--- src/rtl/frw_pkg.sv ---
// ----------------------------------------------------------------------------
// frw_pkg
// Shared types, constants and helpers for the FM redundant write filter.
// ----------------------------------------------------------------------------
package frw_pkg;

	// Shadow geometry
	localparam int REG_COUNT = 512;
	localparam int ADDR_W    = $clog2(REG_COUNT);
	localparam int ENTRY_W   = 9;

	typedef logic [ADDR_W-1:0]  addr_t;
	typedef logic [ENTRY_W-1:0] entry_t;

	// Register map constants
	localparam addr_t  KEYON_ADDR    = 9'h028;
	localparam logic [7:0] KEYON_DATA_MASK = 8'hF0;
	localparam logic [3:0] FREQ_BLOCK = 4'hA;
	localparam addr_t  LATCH_BASE    = 9'h010;
	localparam addr_t  PAIR_BIT      = 9'h004;
	localparam entry_t STEREO_RESET  = 9'h0C0;
	localparam entry_t ENTRY_UNKNOWN = 9'h1FF;

	// Operation codes of an input beat
	typedef enum logic [1:0] {
		OP_LEARN  = 2'd0,
		OP_LOOP   = 2'd1,
		OP_FILTER = 2'd2
	} op_t;

	// Controller states
	typedef enum logic [2:0] {
		ST_CLEAR,
		ST_IDLE,
		ST_CMP,
		ST_LAT,
		ST_RES,
		ST_LOOP,
		ST_DRAIN
	} state_t;

	// One access slot of a shadow RAM
	typedef struct packed {
		logic   re;
		addr_t  ra;
		logic   we;
		addr_t  wa;
		entry_t wd;
	} ram_req_t;

	// Result handed from the controller to the output register
	typedef struct packed {
		logic valid;
		logic keep;
	} res_t;

	// Power-up content of a shadow entry: stereo/pan registers hold 0xC0
	function automatic entry_t reset_value(input addr_t a);
		entry_t v;
		v = '0;
		if (a[7:0] == 8'hB0 || a[7:0] == 8'hB1 || a[7:0] == 8'hB2) begin
			v = STEREO_RESET;
		end
		return v;
	endfunction

endpackage

--- src/rtl/frw_ctrl.sv ---
// ----------------------------------------------------------------------------
// frw_ctrl
// Sequencer for the filter: clearing pass, read-modify-write of shadow
// entries, frequency latch handling and the loop-point sweep.
// ----------------------------------------------------------------------------
module frw_ctrl (
	input  logic              clk,
	input  logic              arst_n,
	input  logic              in_valid,
	output logic              in_ready,
	input  logic [1:0]        operation,
	input  logic [8:0]        address,
	input  logic [7:0]        value,
	input  logic              safe_mode,
	input  logic              out_free,
	output frw_pkg::res_t     res,
	output frw_pkg::ram_req_t live_req,
	output frw_pkg::ram_req_t final_req,
	input  frw_pkg::entry_t   live_rd,
	input  frw_pkg::entry_t   final_rd
);

	import frw_pkg::*;

	state_t   state_q, state_d;
	addr_t    idx_q;          // clear / sweep index
	addr_t    idx_s1;         // sweep entry whose read data is back
	logic     v_s1;
	logic     sel_live_q;     // target shadow of the current write
	logic     filt_q;         // current beat returns a result
	logic     freq_q;         // frequency block write
	logic     second_q;       // low-byte write may still need the latch copy
	addr_t    addr_q;
	addr_t    ent_q;
	entry_t   dat_q;
	logic     keep_q;

	// accept-cycle decode
	logic     accept;
	logic     freq_in;
	addr_t    ent_in;
	entry_t   dat_in;
	logic     second_in;

	// compare stage
	entry_t   old_rd;
	logic     chg;
	logic     keep_now;
	addr_t    latch_addr;
	ram_req_t req;

	assign accept     = in_valid && in_ready;
	assign freq_in    = (address[7:4] == FREQ_BLOCK);
	assign old_rd     = sel_live_q ? live_rd : final_rd;
	assign chg        = (old_rd != dat_q) || dat_q[ENTRY_W-1];
	assign keep_now   = chg || (freq_q && safe_mode);
	assign latch_addr = LATCH_BASE | {6'd0, addr_q[2], 2'b00};

	// entry and data of the first store
	always_comb begin
		ent_in    = address;
		dat_in    = {1'b0, value};
		second_in = 1'b0;
		if (freq_in && address[3]) begin
			ent_in = LATCH_BASE | {6'd0, address[2], 2'b00};
		end else if (freq_in) begin
			second_in = 1'b1;
		end else if (address == KEYON_ADDR) begin
			ent_in = {6'd0, value[2:0]};
			dat_in = {1'b0, value & KEYON_DATA_MASK};
		end
	end

	// next state and memory requests
	always_comb begin
		state_d   = state_q;
		in_ready  = 1'b0;
		res       = '0;
		req       = '0;
		live_req  = '0;
		final_req = '0;
		unique case (state_q)
			ST_CLEAR: begin
				live_req.we  = 1'b1;
				live_req.wa  = idx_q;
				live_req.wd  = reset_value(idx_q);
				final_req.we = 1'b1;
				final_req.wa = idx_q;
				final_req.wd = reset_value(idx_q);
				if (idx_q == addr_t'(REG_COUNT - 1)) begin
					state_d = ST_IDLE;
				end
			end
			ST_IDLE: begin
				in_ready = 1'b1;
				if (accept) begin
					case (operation)
						OP_LEARN: begin
							final_req.re = 1'b1;
							final_req.ra = ent_in;
							state_d      = ST_CMP;
						end
						OP_FILTER: begin
							live_req.re = 1'b1;
							live_req.ra = ent_in;
							state_d     = ST_CMP;
						end
						OP_LOOP: begin
							state_d = ST_LOOP;
						end
						default: begin
							state_d = ST_IDLE;
						end
					endcase
				end
			end
			ST_CMP: begin
				req.we = 1'b1;
				req.wa = ent_q;
				req.wd = dat_q;
				if (second_q && !chg) begin
					// unchanged low byte: fetch the latch for the paired entry
					req.re  = 1'b1;
					req.ra  = latch_addr;
					state_d = ST_LAT;
				end else if (filt_q) begin
					res.valid = out_free;
					res.keep  = keep_now;
					state_d   = out_free ? ST_IDLE : ST_RES;
				end else begin
					state_d = ST_IDLE;
				end
				if (sel_live_q) begin
					live_req = req;
				end else begin
					final_req = req;
				end
			end
			ST_LAT: begin
				req.re  = 1'b1;
				req.ra  = addr_q | PAIR_BIT;
				state_d = ST_CMP;
				if (sel_live_q) begin
					live_req = req;
				end else begin
					final_req = req;
				end
			end
			ST_RES: begin
				res.valid = out_free;
				res.keep  = keep_q;
				if (out_free) begin
					state_d = ST_IDLE;
				end
			end
			ST_LOOP, ST_DRAIN: begin
				if (state_q == ST_LOOP) begin
					live_req.re  = 1'b1;
					live_req.ra  = idx_q;
					final_req.re = 1'b1;
					final_req.ra = idx_q;
					if (idx_q == addr_t'(REG_COUNT - 1)) begin
						state_d = ST_DRAIN;
					end
				end else begin
					state_d = ST_IDLE;
				end
				// mark entries that differ from the final shadow as unknown
				if (v_s1 && (live_rd != final_rd)) begin
					live_req.we = 1'b1;
					live_req.wa = idx_s1;
					live_req.wd = ENTRY_UNKNOWN;
				end
			end
			default: begin
				state_d = ST_IDLE;
			end
		endcase
	end

	// control registers
	always_ff @(posedge clk or negedge arst_n) begin
		if (!arst_n) begin
			state_q <= ST_CLEAR;
			idx_q   <= '0;
			v_s1    <= 1'b0;
		end else begin
			state_q <= state_d;
			v_s1    <= (state_q == ST_LOOP);
			if (state_q == ST_CLEAR || state_q == ST_LOOP) begin
				idx_q <= idx_q + addr_t'(1);
			end
		end
	end

	// beat context and datapath registers
	always_ff @(posedge clk) begin
		idx_s1 <= idx_q;
		if (accept) begin
			sel_live_q <= (operation == OP_FILTER);
			filt_q     <= (operation == OP_FILTER);
			freq_q     <= freq_in;
			second_q   <= second_in;
			addr_q     <= address;
			ent_q      <= ent_in;
			dat_q      <= dat_in;
		end else if (state_q == ST_CMP) begin
			second_q <= 1'b0;
			keep_q   <= keep_now;
		end else if (state_q == ST_LAT) begin
			ent_q <= addr_q | PAIR_BIT;
			dat_q <= old_rd;
		end
	end

endmodule

--- config.mk ---
export PLATFORM = sky130hd
export DESIGN_NAME = frw_ctrl
export DESIGN_NICKNAME = d
export VERILOG_FILES = /design/src/rtl/frw_pkg.sv /design/src/rtl/frw_ctrl.sv
export SDC_FILE = /design/constraint.sdc
export NUM_CORES = 1
export LEC_CHECK = 0
export BUFFER_PORTS_ARGS = -buffer_cell sky130_fd_sc_hd__buf_2
export CAP_MARGIN = 20
export CELL_PAD_IN_SITES_DETAIL_PLACEMENT = 0
export CELL_PAD_IN_SITES_GLOBAL_PLACEMENT = 2
export CORE_MARGIN = 10
export CORE_UTILIZATION = 28
export CTS_CLUSTER_DIAMETER = 80
export DETAILED_ROUTE_END_ITERATION = 8
export PLACE_DENSITY_LB_ADDON = 0.1
export SLEW_MARGIN = 15
export SYNTH_ARGS = -nofsm -noshare
export SYNTH_HDL_FRONTEND = slang
export SYNTH_SLANG_ARGS = --single-unit
--- constraint.sdc ---
create_clock -name clk -period 2.1 [get_ports clk]
set_input_delay 0.21 -clock clk [delete_from_list [all_inputs] [get_ports clk]]
set_output_delay 0.21 -clock clk [all_outputs]
set_load 0.02 [all_outputs]
==> results.toml <==
[sta]
hold_ws_ns = 0.125
fin_crit_ns = 2.57
drv_slew = 0
setup_tns_ns = -6.79
clock.fmax_mhz = 390
finalWorstSetupSlack_ns = -0.467
finalSetupViolations = 49
worstMarginPinSlew_ns = 0.638
fin_skew_ns = 0.00773
rsz0062_at_grt = "yes"
hold_viol = 0
fin_crit_sh_pct = 122
max-slew-margin-rel_pct = 57.5

[clock_network]
htreeDepth = 2
max-clock-path-buffers = 2
clockRootBuffer = "clkbuf_16"
cts_made_buffers = 5
clock-sinks = 53
clock_latency_ns = 0.29
clk_pin_slew_worst_paths_ns = 0.07
cts_tree = "built"

[min_path]
min_from = "address[1]"
hp-class = "in -> reg"
hold_depth = 1

[die]
die_h_um = 129
core_area_mm2 = 0.0115
initial_core_util_pct = 28.9
die-area_mm2 = 0.0166
ios = 103
rows = 39
die_w_um = 129

[grt]
grt_usage_pct = 15.4
antenna_found_initial = 0
grt_pass1_vias = 3495
grt_max_degree = 21
grt-ovfl-total = 0
grt_first_pass_wirelength_um = 20100

[cells_and_area]
area.growth.synth_to_final_pct = 64.4
fin_util_pct = 47.5
num_antenna_cells = 0
drive_gt1_share_pct = 48.8
finalNetCount = 569
design_area_mm2 = 0.00547
stdcell_count = 666
n_fill_cell = 1107

[logic_synthesis]
ys_seq_area_share_pct = 43.2
post-synth-top-area-cell = "edfxtp_1"
synth_top_cell_area_share_pct = 28.0
synth_common_cells = "41 x nand2_1, 31 x edfxtp_1, 30 x o21ai_0, 17 x inv_1, 16 x nor2_1"
ys_ff_latch = 53
syn_area_per_cell_um2 = 9.55
synthCells = 348
syn_area_mm2 = 0.00332
yosys.cell_types.count = 54
synth_area_leaders = "edfxtp_1 28%, dfrtp_1 9.8%, dfxtp_1 5.4%"
yosys_most_used_dff = "edfxtp_1"
synth_nets = 395
async_flop_share_pct = 24.5
ys_warn_count = 0
synth_edf_count = 31
yosysMostFrequentCell = "nand2_1"

[setup_path]
critical_path_depth = 7
crit_chain = "buf_12, mux2i_4, xnor2_2, nor4_4, nand4_4, o21ai_2, buf_2"
r2r_cells = 9
cp_max_fo = 5
path_class = "reg -> out"
reg2reg_slack_ns = -0.13
arrival_ns = 2.36
slowest_stage = "edfxtp_1"
r2r_start = "filt_q"
crit_start = "filt_q"
cpLargestDelayFamily = "simple AND/OR/NAND/NOR gates"
crit_required_ns = 1.89
cp-start-kind = "register"
critPathMaxStageDelay_ns = 0.48
path_buf_inv = 2
end_kind = "output pin"

[drt]
drtAntennaViolNets = 0
drt_iter0_drc = 227
first_pass_iters = 5
routed_wl_um = 13600
detail_route.vias_per_cell = 5.20
num_vias = 3466
drc = 0
wl_per_cell_um = 20.4

[place]
dp_cells = 629
place_area_mm2 = 0.00447
gp_congestion = 0.812
place_ws_ns = -0.208
portBuffers = 102
hpwl_um = 10200

[power]
powerDensity_mw_per_mm2 = 1150
ir_drop_v = 0.000406
total_power_mw = 6.27
power_leakage_nw = 2.47

[outcome]
violations = "setup timing"
status = "finished, violations left"

[flow_run]
cap_violations = 0
cell families after synthesis:
logic type | Yosys count | share of synthesized area, %
multiplexers | 11 | 3.50
AO/OA/AOI/OAI | 101 | 21.5
adder cells (fa/ha/maj) | 5 | 1.88
flip-flops | 53 | 43.2
buffers and inverters | 38 | 4.67
AND/OR/NAND/NOR | 116 | 18.9
XOR/XNOR | 24 | 6.32
layout by cell type (no fill, tap or decap), types with 3 or more instances in the layout:
cell type   synthesis  final
buf_4               0     67
buf_2               4     58
buf_6               1     52
nand2_1            41     40
edfxtp_1           31     31
inv_1              17     15
o21ai_0            30     14
nor2_1             16     13
xor2_1             14     13
a22oi_2             0     12
o21ai_1             0     12
dfrtp_1            13     12
a222oi_1           11     11
a22o_1             10     10
xnor2_1            10      9
dfxtp_1             9      9
a21o_1              8      8
nor3_1              9      7
buf_12              0      7
a21oi_1             6      6
and2_4              0      5
mux2i_1             9      5
nor2b_1             6      5
and2_1             10      5
ha_1                5      5
clkbuf_16           0      5
nor3_4              0      4
nand4_1             4      4
o22ai_1             4      4
clkinvlp_4          0      3
or3_1               4      3
a22oi_1            15      3
final timing paths:
kind | to
setup reg to reg | keep_q
setup / recovery | final_req[28]
max in group asynchronous | state_q[1]
hold reg to reg | idx_q[2]
min in group asynchronous | state_q[2]
hold / removal | addr_q[1]
state kept, by name, summed over array words and instances, names as in the netlist:
register	cells
idx_s1	9
ent_q	9
second_q	1
freq_q	1
idx_q	9
dat_q	9
addr_q	9
keep_q	1
v_s1	1
filt_q	1
state_q	3
report_power, final:
group,leakage (nW),internal (mW),switching (mW),total [mW]
logic,1.88,1.71,1.97,3.69
clock network,0.0701,0.476,0.378,0.854
registers,0.524,1.49,0.240,1.73
final cells by class:
class                      count  area (µm²)  area share [%]
multi-input combinational    257        2060            37.7
timing repair buffer         188        1570            28.7
sequential                    53        1440            26.3
tap                          143         179            3.27
clock buffer                   7         143            2.61
inverter                      17        71.3            1.30
clock inverter                 1        7.51           0.137
what timing repair did:
action                                  CTS  global route
gates resized for setup                  87            94
hold buffers                              1             0
pin swaps                                35            23
cloned                                    2             3
endpoints found under the setup margin   62            64
buffers inserted                         11            12
hold endpoints to repair                 13             0
per-layer routing:
metal  part of all wire (%)  global-route usage [%]
met2                     50                    26.0
met5                      0                       0
met1                     44                    20.0
met3                    4.9                    3.12
met4                   0.99                    3.14
(Power assumes the default switching activity.)
